==> src/design/cbm_pkg.sv <==
// Shared types, operation codes and register map for the cartridge bank mapper.
// Used by cbm_state, cbm_xlate and the top level cartridge_bank_mapper_with_cycle_irq.
// No dependencies.
package cbm_pkg;

	typedef enum logic [2:0] {
		OP_POWER_ON = 3'd0,
		OP_REG_WRITE = 3'd1,
		OP_TICK = 3'd2,
		OP_PROG_XLATE = 3'd3,
		OP_CHAR_XLATE = 3'd4
	} op_t;

	typedef logic [7:0] bank_t;
	typedef bank_t [7:0] char_banks_t;
	typedef bank_t [2:0] prog_banks_t;

	typedef struct packed {
		logic [2:0] op;
		logic [15:0] address;
		logic [7:0] write_data;
		logic [7:0] elapsed_cycles;
	} item_t;

	typedef struct packed {
		logic irq_pending;
		logic irq_enable;
		logic mirror_bit;
	} status_t;

	localparam logic [15:0] REG_MASK = 16'hF007;
	localparam logic [15:0] REG_CHAR_BASE = 16'hB000;
	localparam logic [15:0] REG_PROG0 = 16'h8000;
	localparam logic [15:0] REG_PROG1 = 16'hA000;
	localparam logic [15:0] REG_PROG2 = 16'hC000;
	localparam logic [15:0] REG_MIRROR = 16'h9001;
	localparam logic [15:0] REG_IRQ_CTRL = 16'h9003;
	localparam logic [15:0] REG_IRQ_LOAD = 16'h9004;
	localparam logic [15:0] REG_RELOAD_HI = 16'h9005;
	localparam logic [15:0] REG_RELOAD_LO = 16'h9006;

	localparam logic [15:0] PROG_BASE = 16'h8000;
	localparam bank_t PROG_LAST_BANK = 8'hFF;
	localparam logic [15:0] COUNTER_WRAP = 16'hFFFF;
	localparam int unsigned OUT_WIDTH = 21;

	localparam prog_banks_t PROG_RESET = {8'hFE, 8'h01, 8'h00};

	function automatic char_banks_t char_reset();
		char_banks_t banks;
		for (int i = 0; i < 8; i++) begin
			banks[i] = 8'(i);
		end
		return banks;
	endfunction

endpackage

==> src/design/cbm_state.sv <==
// Mapper state: bank registers, mirroring bit and the cycle IRQ counter.
// Computes the next state for one item and commits it when the item is applied.
// Depends on cbm_pkg.
module cbm_state (
	input  logic                 clk,
	input  logic                 arst_n,
	input  logic                 apply,
	input  cbm_pkg::item_t       item,
	input  logic                 cart_mirror,
	output cbm_pkg::char_banks_t char_bank,
	output cbm_pkg::prog_banks_t prog_bank,
	output cbm_pkg::status_t     cur,
	output cbm_pkg::status_t     nxt
);

	cbm_pkg::char_banks_t char_bank_q, char_bank_d;
	cbm_pkg::prog_banks_t prog_bank_q, prog_bank_d;
	logic mirror_q, mirror_d;
	logic enable_q, enable_d;
	logic pending_q, pending_d;
	logic [15:0] counter_q, counter_d;
	logic [15:0] reload_q, reload_d;
	logic [15:0] masked;
	logic [16:0] diff;

	always_comb begin
		char_bank_d = char_bank_q;
		prog_bank_d = prog_bank_q;
		mirror_d = mirror_q;
		enable_d = enable_q;
		pending_d = pending_q;
		counter_d = counter_q;
		reload_d = reload_q;
		masked = item.address & cbm_pkg::REG_MASK;
		diff = {1'b0, counter_q} - {9'd0, item.elapsed_cycles};
		unique case (item.op)
			cbm_pkg::OP_POWER_ON: begin
				char_bank_d = cbm_pkg::char_reset();
				prog_bank_d = cbm_pkg::PROG_RESET;
				mirror_d = ~cart_mirror;
			end
			cbm_pkg::OP_REG_WRITE: begin
				if (masked[15:3] == cbm_pkg::REG_CHAR_BASE[15:3]) begin
					char_bank_d[masked[2:0]] = item.write_data;
				end else begin
					unique case (masked)
						cbm_pkg::REG_PROG0: prog_bank_d[0] = item.write_data;
						cbm_pkg::REG_PROG1: prog_bank_d[1] = item.write_data;
						cbm_pkg::REG_PROG2: prog_bank_d[2] = item.write_data;
						cbm_pkg::REG_MIRROR: mirror_d = item.write_data[7];
						cbm_pkg::REG_IRQ_CTRL: begin
							enable_d = item.write_data[7];
							pending_d = 1'b0;
						end
						cbm_pkg::REG_IRQ_LOAD: counter_d = reload_q;
						cbm_pkg::REG_RELOAD_HI: reload_d = {item.write_data, reload_q[7:0]};
						cbm_pkg::REG_RELOAD_LO: reload_d = {reload_q[15:8], item.write_data};
						default: ;
					endcase
				end
			end
			cbm_pkg::OP_TICK: begin
				if (enable_q) begin
					if (diff[16]) begin
						pending_d = 1'b1;
						enable_d = 1'b0;
						counter_d = cbm_pkg::COUNTER_WRAP;
					end else begin
						counter_d = diff[15:0];
					end
				end
			end
			default: ;
		endcase
	end

	always_ff @(posedge clk or negedge arst_n) begin
		if (!arst_n) begin
			char_bank_q <= cbm_pkg::char_reset();
			prog_bank_q <= cbm_pkg::PROG_RESET;
			mirror_q <= 1'b1;
			enable_q <= 1'b0;
			pending_q <= 1'b0;
			counter_q <= '0;
			reload_q <= '0;
		end else if (apply) begin
			char_bank_q <= char_bank_d;
			prog_bank_q <= prog_bank_d;
			mirror_q <= mirror_d;
			enable_q <= enable_d;
			pending_q <= pending_d;
			counter_q <= counter_d;
			reload_q <= reload_d;
		end
	end

	assign char_bank = char_bank_q;
	assign prog_bank = prog_bank_q;
	assign cur = '{irq_pending: pending_q, irq_enable: enable_q, mirror_bit: mirror_q};
	assign nxt = '{irq_pending: pending_d, irq_enable: enable_d, mirror_bit: mirror_d};

endmodule

==> src/design/cbm_xlate.sv <==
// Program and character address translation through the current bank registers.
// Gives zero for operations that are not translations and for addresses out of range.
// Depends on cbm_pkg.
module cbm_xlate (
	input  cbm_pkg::item_t       item,
	input  cbm_pkg::char_banks_t char_bank,
	input  cbm_pkg::prog_banks_t prog_bank,
	output logic [cbm_pkg::OUT_WIDTH-1:0] mapped_address
);

	cbm_pkg::bank_t prog_sel;

	always_comb begin
		prog_sel = (item.address[14:13] == 2'd3) ? cbm_pkg::PROG_LAST_BANK
			: prog_bank[item.address[14:13]];
		mapped_address = '0;
		unique case (item.op)
			cbm_pkg::OP_PROG_XLATE: begin
				if (item.address >= cbm_pkg::PROG_BASE) begin
					mapped_address = {prog_sel, item.address[12:0]};
				end
			end
			cbm_pkg::OP_CHAR_XLATE: begin
				if (item.address[15:13] == 3'd0) begin
					mapped_address = {3'd0, char_bank[item.address[12:10]],
						item.address[9:0]};
				end
			end
			default: ;
		endcase
	end

endmodule

==> src/design/cartridge_bank_mapper_with_cycle_irq.sv <==
// Top level of the cartridge bank mapper with a cycle-counting IRQ.
// Holds the input and result registers and instantiates cbm_state and cbm_xlate.
// Depends on cbm_pkg, cbm_state and cbm_xlate.
//
// Channel  Dir  Handshake             Content
// s_*      in   s_tvalid / s_tready   tuser: operation; tdata: address, write_data, cycles
// m_*      out  m_tvalid / m_tready   tdata: mapped_address, irq_line, mirror_select
// cfg_*    in   cfg_valid / cfg_ready cart_mirror bit
//
// One item is accepted per cycle while the result register is not stalled.
// An item is held in the input register, then state update and translation
// are done in one pass into the result register.
// A stalled result holds the input register; the input side stays ready while the
// input register is empty or moves on. Reset returns all mapper state to its reset values at once.
module cartridge_bank_mapper_with_cycle_irq (
	input  logic        clk,
	input  logic        arst_n,
	input  logic        s_tvalid,
	output logic        s_tready,
	input  logic [31:0] s_tdata,  // address[15:0], write_data[23:16], elapsed_cycles[31:24]
	input  logic [2:0]  s_tuser,  // operation[2:0]
	output logic        m_tvalid,
	input  logic        m_tready,
	output logic [23:0] m_tdata,  // mapped_address[20:0], irq_line[21], mirror_select[22]
	input  logic        cfg_valid,
	output logic        cfg_ready,
	input  logic        cfg_data
);

	logic s1_valid;
	cbm_pkg::item_t item_s1;
	logic advance;
	logic cart_mirror_q;
	logic m_valid_q;
	logic [23:0] m_data_q;
	cbm_pkg::char_banks_t char_bank;
	cbm_pkg::prog_banks_t prog_bank;
	cbm_pkg::status_t cur;
	cbm_pkg::status_t nxt;
	logic [cbm_pkg::OUT_WIDTH-1:0] mapped;

	assign advance = s1_valid && (!m_valid_q || m_tready);
	assign s_tready = !s1_valid || advance;
	assign cfg_ready = 1'b1;

	always_ff @(posedge clk or negedge arst_n) begin
		if (!arst_n) begin
			cart_mirror_q <= 1'b0;
		end else if (cfg_valid) begin
			cart_mirror_q <= cfg_data;
		end
	end

	always_ff @(posedge clk or negedge arst_n) begin
		if (!arst_n) begin
			s1_valid <= 1'b0;
		end else if (s_tready) begin
			s1_valid <= s_tvalid;
		end
	end

	always_ff @(posedge clk) begin
		if (s_tready && s_tvalid) begin
			item_s1 <= '{op: s_tuser, address: s_tdata[15:0],
				write_data: s_tdata[23:16], elapsed_cycles: s_tdata[31:24]};
		end
	end

	cbm_state u_state (
		.clk        (clk),
		.arst_n     (arst_n),
		.apply      (advance),
		.item       (item_s1),
		.cart_mirror(cart_mirror_q),
		.char_bank  (char_bank),
		.prog_bank  (prog_bank),
		.cur        (cur),
		.nxt        (nxt)
	);

	cbm_xlate u_xlate (
		.item          (item_s1),
		.char_bank     (char_bank),
		.prog_bank     (prog_bank),
		.mapped_address(mapped)
	);

	always_ff @(posedge clk or negedge arst_n) begin
		if (!arst_n) begin
			m_valid_q <= 1'b0;
		end else if (advance) begin
			m_valid_q <= 1'b1;
		end else if (m_tready) begin
			m_valid_q <= 1'b0;
		end
	end

	always_ff @(posedge clk) begin
		if (advance) begin
			m_data_q <= {1'b0, ~nxt.mirror_bit, nxt.irq_pending, mapped};
		end
	end

	assign m_tvalid = m_valid_q;
	assign m_tdata = m_data_q;

	assert property (@(posedge clk) disable iff (!arst_n)
		advance && item_s1.op != cbm_pkg::OP_PROG_XLATE
			&& item_s1.op != cbm_pkg::OP_CHAR_XLATE |=> m_tdata[20:0] == '0)
		else $error("non-translate item produced a nonzero address");

	assert property (@(posedge clk) disable iff (!arst_n)
		$rose(cur.irq_pending) |-> $past(advance && item_s1.op == cbm_pkg::OP_TICK))
		else $error("IRQ raised by something other than a tick");

	assert property (@(posedge clk) disable iff (!arst_n)
		$rose(cur.irq_pending) |-> !cur.irq_enable)
		else $error("IRQ raised without clearing the enable");

	assert property (@(posedge clk) disable iff (!arst_n)
		advance |=> m_tdata[21] == cur.irq_pending && m_tdata[22] == !cur.mirror_bit)
		else $error("result status does not match the committed state");

endmodule

==> config.mk <==
export PLATFORM = sky130hd
export DESIGN_NAME = cartridge_bank_mapper_with_cycle_irq
export DESIGN_NICKNAME = d
export VERILOG_FILES = /design/src/design/cbm_pkg.sv /design/src/design/cbm_state.sv /design/src/design/cbm_xlate.sv /design/src/design/cartridge_bank_mapper_with_cycle_irq.sv
export SDC_FILE = /design/constraint.sdc
export NUM_CORES = 1
export LEC_CHECK = 0
export ABC_AREA = 1
export CORE_ASPECT_RATIO = 0.6
export CORE_MARGIN = 2
export CORE_UTILIZATION = 55
export CTS_CLUSTER_SIZE = 30
export DETAILED_ROUTE_END_ITERATION = 12
export DONT_BUFFER_PORTS = 1
export PLACE_DENSITY = 0.74
export RECOVER_POWER = 25
export SLEW_MARGIN = 10
export SYNTH_ARGS = -nofsm -noshare
export SYNTH_HDL_FRONTEND = slang
export SYNTH_SLANG_ARGS = --single-unit
export TNS_END_PERCENT = 1
==> constraint.sdc <==
create_clock -name clk -period 4.3 [get_ports clk]
set_input_delay 0.645 -clock clk [delete_from_list [all_inputs] [get_ports clk]]
set_output_delay 0.645 -clock clk [all_outputs]
set_load 0.02 [all_outputs]
### Word level (Yosys, flattened, before mapping)

Cells that the tools add are included.

* bits in registers: 184
* input bits: 41
* output and inout bits: 27
* word-level logic and storage cells: 117

* add/subtract/negate cells: 1
* order comparisons: 5
* eq/ne operators: 22
* mux-type cells: 39
* bitwise logic cells: 5
* reductions and logical operators: 20

Operator list (number)
* $pmux 64 s2: 1
* $bwmux 64: 1
* $mux 16: 4
* $mux 64: 1
* $pmux 16 s2: 2
* $eq 7x7->1 const B: 8
* $mux 8: 7
* $pmux 24 s2: 1
* $pmux 21 s2: 1
* $bmux 8 s3: 1
* $demux 8 s3: 1
* $mux 24: 1
* $mux 21: 1
* $mux 18: 1
* $sub 16x8->17: 1
* $bmux 8 s2: 1
* $ge 16x16->1 const B: 1
* $reduce_and 4->1: 4
* $reduce_and 5->1: 3
* $mux 1: 12
* $ne 2x2->1 const B: 5
* $lt 3x4->1 const B: 2
* $eq 3x2->1 const B: 2
* $logic_not 3->1: 2
* 14 further kinds: 28

### Logic depth before layout (Yosys ltp)

Gate-level depths: netlist of the first run.

* depth after elaboration: 7
* gate-level depth with buffers: 14
* gate-level depth less buffers: 14

### Cells and area by module

Synthesis of the first run repeated with hierarchy kept, for this count alone.

* cells, all modules: 1033
* area, all modules: 8991.1 um^2

Modules (own cells, without submodules)
* cbm_state: times used 1, cells each 709, area an instance 5983.2 um^2, sequential area each 3104.2 um^2
* cartridge_bank_mapper_with_cycle_irq: times used 1, cells each 79, area an instance 1900.6 um^2, sequential area each 1816.7 um^2
* cbm_xlate: times used 1, cells each 245, area an instance 1107.3 um^2, sequential area each 0.0 um^2

### Worst setup path after synthesis of the first run

OpenSTA, ideal clock, no wires.

* path kind: input port to flip-flop
* from: input m_tready
* to: register u_state.char_bank_q, in the netlist u_state.char_bank[58]
* setup time: 0.077 ns
* arrival: 2.155 ns
* required time: 4.223 ns
* setup slack: 2.068 ns
* stages on the path: 9
* path buffers: 1
* cell sequence: inv_1 > nand2_1 > nand2_1 > inv_1 > nand2_8 > a21oi_2 > buf_4 > nand2_1 > o21a_1

* cells in the longest elaborated chain, start to end: 3

RTL lines
* from (decl): line cartridge_bank_mapper_with_cycle_irq.sv:23 `input logic m_tready,`
* $logic_or 1x1->1: line cartridge_bank_mapper_with_cycle_irq.sv:42 `assign advance = s1_valid && (!m_valid_q || m_tready);`
* $logic_and 1x1->1: line cartridge_bank_mapper_with_cycle_irq.sv:42
* via advance: line cartridge_bank_mapper_with_cycle_irq.sv:32 `logic advance;`
* $reduce_and 3->1 (no source line)
* to (signal assigned): line cbm_state.sv:79 `char_bank_q <= cbm_pkg::char_reset();`
* to (signal assigned): line cbm_state.sv:87 `char_bank_q <= char_bank_d;`
* to (decl): line cbm_state.sv:16 `cbm_pkg::char_banks_t char_bank_q, char_bank_d;`

The timed path passes the listed nets, and every way through them passes these cells.
A chain may end at the register's enable or synchronous reset.

==> impl_metrics.toml, run 1 <==
[synthesis]
ys_seq_area_share_pct = 56.20
synth_fa_ha_area_share_pct = 1.372
synth_nets = 995
avgSynthCellArea_sq_um = 9.266
yosys-top-cells-area = "dfrtp_1 30%, edfxtp_1 20%, nand2_1 8.0%"
synth_top_family_by_area = "simple AND/OR/NAND/NOR gates"
synth_edf_count = 58
yosysWarnings = 0
synthTopCellsByCount = "186 x nand2_1, 144 x inv_1, 105 x dfrtp_1"
synthCells = 945
post-synth-top-count-cell = "nand2_1"
synth_mux_area_share_pct = 0.1286
ys_ff_latch = 184
synth.distinct_cells = 48
synth-xor-area-share_pct = 0.6002
synth_compound_area_share_pct = 15.99
async_flop_share_pct = 68.48
synthSimpleGateAreaFrac_pct = 17.12
synth_top_area_share_pct = 30.01
synth_area_sq_um = 8756
synth_top_flop_cell = "dfrtp_1"
yosysTopAreaCell = "dfrtp_1"

[job]
cap_violations = 1

[power_and_ir_drop]
p_per_area_nw_per_um2 = 529.0
comb_power_share_pct = 19.9
seqPwrFrac_pct = 48.1
p_clk_share_pct = 32.0
swShare_pct = 31.06
p_switching_w = 0.001561
p_int_w = 0.003466
peakVddDrop_mv = 0.3094
power.leakage_nw = 4.210

[placed_design]
portBuffers = 0
pre_cts_ws_ns = 1.846
place_congestion = 0.9833
dpl.hpwl_mm = 15.74
dpl_cell_area_sq_um = 8889

[drt]
drtPass1Iterations = 5
route.detailed.wl_per_inst_microns = 19.10
viasPerCell = 5.765
drc = 0
drt-total-wl_mm = 22.13
vias = 6682
drt_iter0_markers = 819
ant_nets = 0

[outcome]
status = "finished with violations"
violations = "capacitance limit, slew limit"

[floorplanning]
rows = 35
core_area_sq_um = 15460
start_util_pct = 56.64
die_y_microns = 101.7
die_area_sq_um = 16980
io_pins = 68
die_x_microns = 166.9

[timing]
fin_setup_tns_ns = 0
slew_headroom_pct = -79.24
setup_ws_ns = 1.656
fin_crit_ns = 2.644
fmax_mhz = 378.3
skew_ns = 0.01045
setup_viol = 0
worst_slew_pin_slew_ns = 2.689
finalHoldViolations = 0
rsz0062_at_grt = "no"
fin_crit_sh_pct = 61.48
slew_viol_final = 106

[clock_tree]
cts_tree = "yes"
clkSlewWorstSetupHoldPaths_ns = 0.07
cts_max_level = 4
clockBufferDepth = 2
cts_root_buffer = "clkbuf_16"
numCtsBuffers = 17
worst_skew_pair.late_latency_ns = 0.43
cts_sinks = 184

[setup_path]
critical_path_required_ns = 4.25
crit_family = "buffers and inverters"
worstPathArrival_ns = 2.60
worst-path-buf-inv = 1
end_kind = "asynchronous set/reset pin"
r2r-end = "u_state.counter_q[4]$_DFFE_PN0P_"
slowest_stage = "clkbuf_2"
crit_path_max_incr_delay_ns = 1.80
worstPathCellList = "clkbuf_2"
cp_max_fo = 105
reg2regPathDepth = 9
r2r_start = "item_s1[29]$_DFFE_PP_"
startpoint_type = "primary input"
reg2reg_slack_ns = 1.77
critPathKind = "primary input to asynchronous set/reset pin"

[layout]
nNetsFinal = 992
syn_to_final_growth_pct = 8.531
fillers = 1263
seq_area_sq_um = 4921
finish.instance_area_sq_um = 9503
drive_above_1_share_pct = 11.94
multiInputGateArea_sq_um = 3090
post-route-util_pct = 61.47

[min_path]
hold_path_class = "primary input to asynchronous set/reset pin"

[grt]
overflow = 0
grt_pass1_wl_mm = 35.32
grt.total_usage_pct = 27.79
grt.busiest_layer = "met1"
met3_usage_pct = 9.418
use_met1_pct = 46.06
antenna_found_initial = 1
grt_pass1_vias = 6063
gr-usage-met2_pct = 34.09
grt_max_degree = 106
state kept, by name (all words and copies together) (netlist names):
name	cells
u_state.counter_q	16
u_state.char_bank	64
u_state.pending_q	1
m_tvalid	1
m_tdata	23
u_state.prog_bank	24
u_state.reload_q	16
s1_valid	1
cart_mirror_q	1
u_state.enable_q	1
item_s1	35
u_state.mirror_q	1
cells by family after synthesis:
| kind of cell | count (synthesis) |
|---|---|
| and+or+nand+nor | 334 |
| AOI/OAI and AO/OA | 226 |
| DFF | 184 |
| buffers and inverters | 183 |
| adders and majority gates | 9 |
| xor gates and xnor gates | 6 |
| other | 2 |
| muxes | 1 |
power groups by stage:
stage	Sequential, W	Clock (W)	Combinational [W]
after CTS	0.00241	0.00161	0.000987
after global placement	0.00243	0	0.000933
after global routing	0.00245	0.00170	0.00113
after floorplan	0.00238	0	0.000756
final	0.00242	0.00161	0.00100
after detailed placement	0.00243	0	0.000958
what timing repair did:
item	4_1_cts	5_1_grt
hold buffers	1	0
gates resized for setup	0	0
buffers inserted	0	0
endpoints found under the hold margin	105	0
endpoints found under the setup margin	0	0
stage by stage:
stage / hold WS [ns] / std cells / total power, W
2_1_floorplan: 0.3494 / 945 / 0.003134
3_3_place_gp: 0.3557 / 1125 / 0.003367
6_report: 0.05803 / 1159 / 0.005027
5_1_grt: 0.03735 / 1158 / 0.005281
3_5_place_dp: 0.3553 / 1125 / 0.003393
4_1_cts: 0.05108 / 1158 / 0.005011
cell usage in the layout (no fill, tap or decap), drive strengths merged, types with 2 or more instances in the layout:
cell type	count
o211ai	6
buf	5
o21ai	94
o21a	16
edfxtp	58
nand3b	2
a221oi	5
clkinvlp	2
conb	2
xnor2	4
a21oi	48
nor3	6
bufinv	2
or2	10
nand2	197
clkinv	8
dfstp	21
dfrtp	105
nand3	63
clkbuf	21
a21boi	2
xor2	2
o22ai	53
nor2	54
inv	155
ha	8
metal layers:
layer / vias to the layer above / wire length, microns
li1: 3134 / -
met1: 3161 / 10910
met2: 368 / 8151
met3: 19 / 2895
met4: 0 / 174
met5: - / 0
cell type report:
cell class | instances | area share (%)
Sequential cell | 184 | 51.78
Clock inverter | 12 | 1.461
Multi-Input combinational cell | 578 | 32.52
Timing Repair Buffer | 6 | 0.4477
Antenna cell | 1 | 0.02633
Clock buffer | 20 | 4.924
Tap cell | 203 | 2.673
Inverter | 155 | 6.162
worst max path at each step:
stage                          start                                end  slack (ns)  cells after the start
2_1_floorplan               m_tready  u_state.char_bank[58]$_DFFE_PN1P_        2.07                      9
5_1_grt                       arst_n  u_state.char_bank[38]$_DFFE_PN0P_        1.11                      1
3_5_place_dp   item_s1[29]$_DFFE_PP_   u_state.counter_q[5]$_DFFE_PN0P_        1.85                      9
6_report                      arst_n  u_state.char_bank[38]$_DFFE_PN0P_        1.66                      1
3_3_place_gp   item_s1[30]$_DFFE_PP_   u_state.counter_q[5]$_DFFE_PN0P_        1.94                      9
4_1_cts        item_s1[29]$_DFFE_PP_   u_state.counter_q[8]$_DFFE_PN0P_        1.84                      9
(Power assumes the default switching activity.)
==> run 2: changes to the inputs <==
- ABC_AREA: 1 -> 0
- clock period: 4.3 -> 2.5 ns (I/O delays scaled with it)
==> run 2 against run 1 <==
  * The run ends with hold timing left
  * Clock skew grew 0.00093 ns
  * Global-route usage decreased by 2.0 points
  * Via count down 15%
  * Power up 39%
  * Core utilization increased by 2.0 points
  * Synthesized cell count is 31% lower
  * Flip-flop and latch count stayed put
  * Synthesized area down 5.2%
  * Cell count decreased by 24%
  * Combinational power decreased by 22%
  * Clock-buffer cell count down 1
  * Die area fell by 5.0%
  * Critical endpoint is now u_state.counter_q[8]$_DFFE_PN0P_
  * Largest power group unchanged
  * Highest routed layer unchanged
==> impl_metrics.toml, run 2 <==
[synthesis]
synth_top_family_by_area = "compound AO/OA/AOI/OAI gates"
synth.distinct_cells = 65
synthTopCellsByCount = "105 x dfrtp_1, 58 x edfxtp_1, 53 x a22o_1, 53 x nor2_1, 41 x mux2_2"
synth_top_area_share_pct = 31.65
synth_compound_area_share_pct = 14.45
synth-xor-area-share_pct = 0.5274
ys_seq_area_share_pct = 59.27
async_flop_share_pct = 68.48
synth_nets = 702
post-synth-top-count-cell = "dfrtp_1"
avgSynthCellArea_sq_um = 12.73
synth_area_sq_um = 8303
yosysTopAreaCell = "dfrtp_1"
synth_mux_area_share_pct = 10.86
synthSimpleGateAreaFrac_pct = 10.56
synth_fa_ha_area_share_pct = 1.447
yosys-top-cells-area = "dfrtp_1 32%, edfxtp_1 21%, dfstp_2 6.6%"
synth_edf_count = 58
yosysWarnings = 0
synth_top_flop_cell = "dfrtp_1"
ys_ff_latch = 184
synthCells = 652

[placed_design]
place_congestion = 0.9188
portBuffers = 0
pre_cts_ws_ns = 0.02632
dpl.hpwl_mm = 13.51

[clock_tree]
clockBufferDepth = 2
cts_tree = "yes"
cts_sinks = 184
worst_skew_pair.late_latency_ns = 0.44
numCtsBuffers = 17
clkSlewWorstSetupHoldPaths_ns = 0.07
cts_max_level = 4
cts_root_buffer = "clkbuf_16"

[grt]
overflow = 0
grt_max_degree = 127
antenna_found_initial = 0
grt.total_usage_pct = 25.81
grt_pass1_wl_mm = 31.31
grt_pass1_vias = 5472

[drt]
drt-total-wl_mm = 19.98
vias = 5696
drtPass1Iterations = 5
viasPerCell = 6.480
drt_iter0_markers = 641
drc = 0
route.detailed.wl_per_inst_microns = 22.73
ant_nets = 0

[floorplanning]
die_area_sq_um = 16130
rows = 34
io_pins = 68
die_x_microns = 162.6
start_util_pct = 56.74
die_y_microns = 99.17
core_area_sq_um = 14630

[timing]
skew_ns = 0.01137
holdWs_ns = -0.3742
fin_crit_sh_pct = 96.63
fin_crit_ns = 2.416
finalHoldViolations = 126
slew_headroom_pct = 50.31
worst_slew_pin_slew_ns = 0.7404
setup_ws_ns = 0.08424
setup_viol = 0
fmax_mhz = 413.9
slew_viol_final = 0

[setup_path]
crit_family = "compound AO/OA/AOI/OAI gates"
worst-path-buf-inv = 1
end_kind = "register"
r2r_start = "item_s1[0]$_DFFE_PP_"
critPathLaunch = "item_s1[0]$_DFFE_PP_"
slowest_stage = "edfxtp_1"
worstPathCellList = "ha_2, fa_2, nand2b_4, a21oi_4, nor2_1, o211ai_1, buf_4, nand2_1, o311a_1"
cp_max_fo = 5
reg2reg_slack_ns = 0.08
worstPathArrival_ns = 2.74
critPathKind = "register to register"
startpoint_type = "register"
crit_path_max_incr_delay_ns = 0.38
critical_path_required_ns = 2.82

[layout]
final_cell_mix = "105 x dfrtp_1, 58 x edfxtp_1, 53 x nor2_1, 53 x a22o_1, 41 x mux2_2"
fillers = 1115
post-route-util_pct = 63.47
final_common_cell = "dfrtp_1"
largest_reg_flops = 64
nNetsFinal = 718
syn_to_final_growth_pct = 11.87
multiInputGateArea_sq_um = 3207
seq_area_sq_um = 4921
n_antenna_cell = 0
drive_above_1_share_pct = 23.35

[job]
cap_violations = 0

[min_path]
hold_path_class = "primary input to asynchronous set/reset pin"

[outcome]
status = "finished with violations"
violations = "hold timing"

[power_and_ir_drop]
p_per_area_nw_per_um2 = 754.3
power.leakage_nw = 3.946
peakVddDrop_mv = 0.4644
==> run 2: changes by cell type after synthesis, sizes merged, moves of 16 or more <==
| cell | previous run | this run |
|---|---|---|
| a21oi | 48 | 31 |
| a22o | 0 | 53 |
| and2 | 0 | 17 |
| inv | 152 | 18 |
| mux2 | 1 | 41 |
| mux4 | 0 | 16 |
| nand2 | 197 | 24 |
| nand3 | 63 | 8 |
| o21a | 16 | 0 |
| o21ai | 94 | 13 |
| o22ai | 53 | 18 |
==> run 2: worst paths after layout <==
kind / end / cells past startpoint
max: u_state.counter_q[8]$_DFFE_PN0P_ / 9
min: u_state.counter_q[1]$_DFFE_PN0P_ / 0
max reg2reg: u_state.counter_q[8]$_DFFE_PN0P_ / 9
min reg2reg: u_state.char_bank[34]$_DFFE_PN1P_ / 2
max in group asynchronous: u_state.prog_bank[21]$_DFFE_PN1P_ / 0
min in group clk: item_s1[1]$_DFFE_PP_ / 0
==> run 2: cell type report <==
class	instances	share of cell area (%)
multi-input combinational	411	34.52
timing repair buffer	36	2.883
clock inverter	13	1.347
tap	198	2.667
clock buffer	19	4.876
sequential	184	52.98
inverter	18	0.7274
==> run 2: layer usage <==
metal | global-route usage (%) | wire [microns] | share of wire, % | vias to the layer above
li1 | - | - | - | 2486
met1 | 41.00 | 9326 | 47 | 2878
met2 | 35.32 | 8386 | 42 | 308
met3 | 7.715 | 2029 | 10 | 24
met4 | 5.037 | 240 | 1.2 | 0
met5 | 0 | 0 | 0 | -
==> run 2: report_power, final <==
part | total, W | leakage (nW) | switching (W) | internal [W]
logic | 0.000783 | 1.45 | 0.000428 | 0.000355
registers | 0.00358 | 2.21 | 0.000211 | 0.00337
clock network | 0.00264 | 0.288 | 0.00126 | 0.00138
==> run 2: repair_timing <==
item                                    4_1_cts  5_1_grt
hold endpoints to repair                    126      126
endpoints found under the setup margin        0       12
gates resized for setup                       0        8
setup buffers                                 0        2
==> run 2: logic make-up (layout without fill, tap and decap cells) <==
family | after synthesis | after routing
flops | 184 | 184
simple gates | 166 | 166
compound gates | 164 | 164
mux | 65 | 65
buf+inv | 57 | 86
fa+ha+maj | 9 | 9
xor+xnor | 5 | 5
other cells | 2 | 2
==> run 2: per-stage QoR <==
stage | power (W) | instances | TNS [ns] | hold WS, ns | area [sq um]
2_1_floorplan | 0.004133 | 652 | 0 | 0.07941 | 8303
3_3_place_gp | 0.004324 | 844 | 0 | 0.08391 | 8642
3_5_place_dp | 0.004372 | 844 | 0 | 0.08390 | 8642
4_1_cts | 0.006987 | 876 | 0 | -0.3807 | 9220
5_1_grt | 0.007253 | 879 | -0.02074 | -0.3860 | 9289
6_report | 0.007006 | 879 | 0 | -0.3742 | 9289
==> run 3: changes to the inputs <==
- clock period: 2.5 -> 2.4 ns (I/O delays scaled with it)
==> run 3 against run 2 <==
  * The run ends with hold timing, setup timing left
  * Cell count grew 0.23%
  * Worst hold slack lost 0.0042 ns
  * Setup slack lost 0.12 ns
  * Combinational power grew 3.4%
  * Core utilization shrank 0.10 points
  * Non-clock buffer count grew 2
  * Clock power is essentially flat
  * Sequential power grew 4%
  * Largest cell class unchanged
  * Largest power group unchanged
==> impl_metrics.toml, run 3 (synthesized netlist as in run 2, its figures left out) <==
[outcome]
status = "finished with violations"
violations = "hold timing, setup timing"

[clock_tree]
cts_max_level = 4
cts_sinks = 184
clockBufferDepth = 2
numCtsBuffers = 17
cts_root_buffer = "clkbuf_16"
cts_tree = "yes"
clkSlewWorstSetupHoldPaths_ns = 0.07
worst_skew_pair.late_latency_ns = 0.43

[setup_path]
slowest_stage = "or4_1"
worstPathArrival_ns = 2.80
cp_max_fo = 4
worstPathCellList = "ha_1, and2_1, a221o_1, o2111a_1, or4_1, a31oi_1, o22a_1"
critPathKind = "register to register"
startpoint_type = "register"
crit_path_max_incr_delay_ns = 0.47
critical_path_required_ns = 2.76
end_kind = "register"

[drt]
drtPass1Iterations = 7
viasPerCell = 6.489
ant_nets = 0
drt_iter0_markers = 599
drt-total-wl_mm = 20.33
route.detailed.wl_per_inst_microns = 23.07
drc = 0
vias = 5717

[grt]
grt.total_usage_pct = 26.37
grt_pass1_vias = 5725
grt_pass1_wl_mm = 32.29
grt_max_degree = 127
overflow = 0
antenna_found_initial = 0

[layout]
largest_reg_flops = 64
fillers = 1098
syn_to_final_growth_pct = 11.69
n_antenna_cell = 0
drive_above_1_share_pct = 22.84
final_common_cell = "dfrtp_1"
final_cell_mix = "105 x dfrtp_1, 58 x edfxtp_1, 53 x a22o_1"
post-route-util_pct = 63.37
nNetsFinal = 720

[timing]
setup_viol = 1
holdWs_ns = -0.3785
fin_crit_ns = 2.436
fin_crit_sh_pct = 101.5
fin_setup_tns_ns = -0.03596
slew_headroom_pct = 49.70
slew_viol_final = 0
rsz0062_at_grt = "yes"
finalHoldViolations = 126
fmax_mhz = 410.5
worst_slew_pin_slew_ns = 0.7495
skew_ns = 0.01055
setup_ws_ns = -0.03596

[floorplanning]
rows = 34
start_util_pct = 56.74
io_pins = 68
die_x_microns = 162.6
die_y_microns = 99.17
core_area_sq_um = 14630
die_area_sq_um = 16130

[power_and_ir_drop]
power.leakage_nw = 3.942
p_per_area_nw_per_um2 = 771.3
peakVddDrop_mv = 0.5262

[placed_design]
pre_cts_ws_ns = -0.02808
portBuffers = 0
place_congestion = 0.9058
dpl.hpwl_mm = 14.11

[min_path]
hold_path_class = "primary input to asynchronous set/reset pin"

[job]
cap_violations = 0
run 3: worst paths after layout:
| path | from | to | slack, ns | cells after the start |
|---|---|---|---|---|
| min in group clk | s_tdata[4] | item_s1[20]$_DFFE_PP_ | 0.02 | 0 |
| setup / recovery | u_state.counter_q[4]$_DFFE_PN0P_ | u_state.counter_q[9]$_DFFE_PN0P_ | -0.04 | 7 |
| hold reg to reg | u_state.char_bank[17]$_DFFE_PN1P_ | u_state.char_bank[17]$_DFFE_PN1P_ | 0.48 | 2 |
| setup reg to reg | u_state.counter_q[4]$_DFFE_PN0P_ | u_state.counter_q[9]$_DFFE_PN0P_ | -0.04 | 7 |
| hold / removal | arst_n | u_state.counter_q[3]$_DFFE_PN0P_ | -0.38 | 0 |
| max in group asynchronous | arst_n | u_state.prog_bank[17]$_DFFE_PN1P_ | 2.53 | 0 |
run 3: stage by stage:
stage | hold WS, ns | power, W | instances | instance area (sq um)
final | -0.3785 | 0.007153 | 881 | 9274
after global routing | -0.3834 | 0.007406 | 881 | 9274
after CTS | -0.3806 | 0.007143 | 881 | 9255
after detailed placement | 0.06728 | 0.004579 | 847 | 8701
after global placement | 0.06856 | 0.004523 | 847 | 8701
after floorplan | 0.06441 | 0.004315 | 652 | 8318
run 3: area by class of cell:
type	instances	area [sq um]	area share [%]
flip-flops and latches	184	4921	53.06
multi-input cells	411	3191	34.40
clock buffers	23	469.2	5.059
repair buffers	38	314.1	3.386
well taps	198	247.7	2.671
inverters	18	67.56	0.7285
clock inverters	9	63.81	0.6881
run 3: power by group:
part | total (W) | switching (W) | internal (W)
Sequential | 0.00374 | 0.000221 | 0.00352
Combinational | 0.000810 | 0.000442 | 0.000368
Clock | 0.00261 | 0.00121 | 0.00140
run 3: worst max-delay path, delay by kind of cell, from the launching register on:
kind | cells | cell delay (ns)
flip-flops | 1 | 0.40
adder cells (fa/ha/maj) | 1 | 0.30
AND/OR/NAND/NOR | 2 | 0.64
AO/OA/AOI/OAI | 4 | 1.03
run 3: repair_timing:
action | CTS | global route
cloned | 1 | 0
pin swaps | 3 | 4
buffers inserted | 1 | 0
endpoints found under the hold margin | 126 | 126
resized for setup | 1 | 4
endpoints found under the setup margin | 2 | 17
run 3: routing by layer:
metal	vias up	part of all wire, %	track usage, %
met3	22	9.9	8.382
li1	2481	-	-
met5	-	0	0
met4	0	0.94	5.718
met2	297	43	37.81
met1	2917	46	39.73
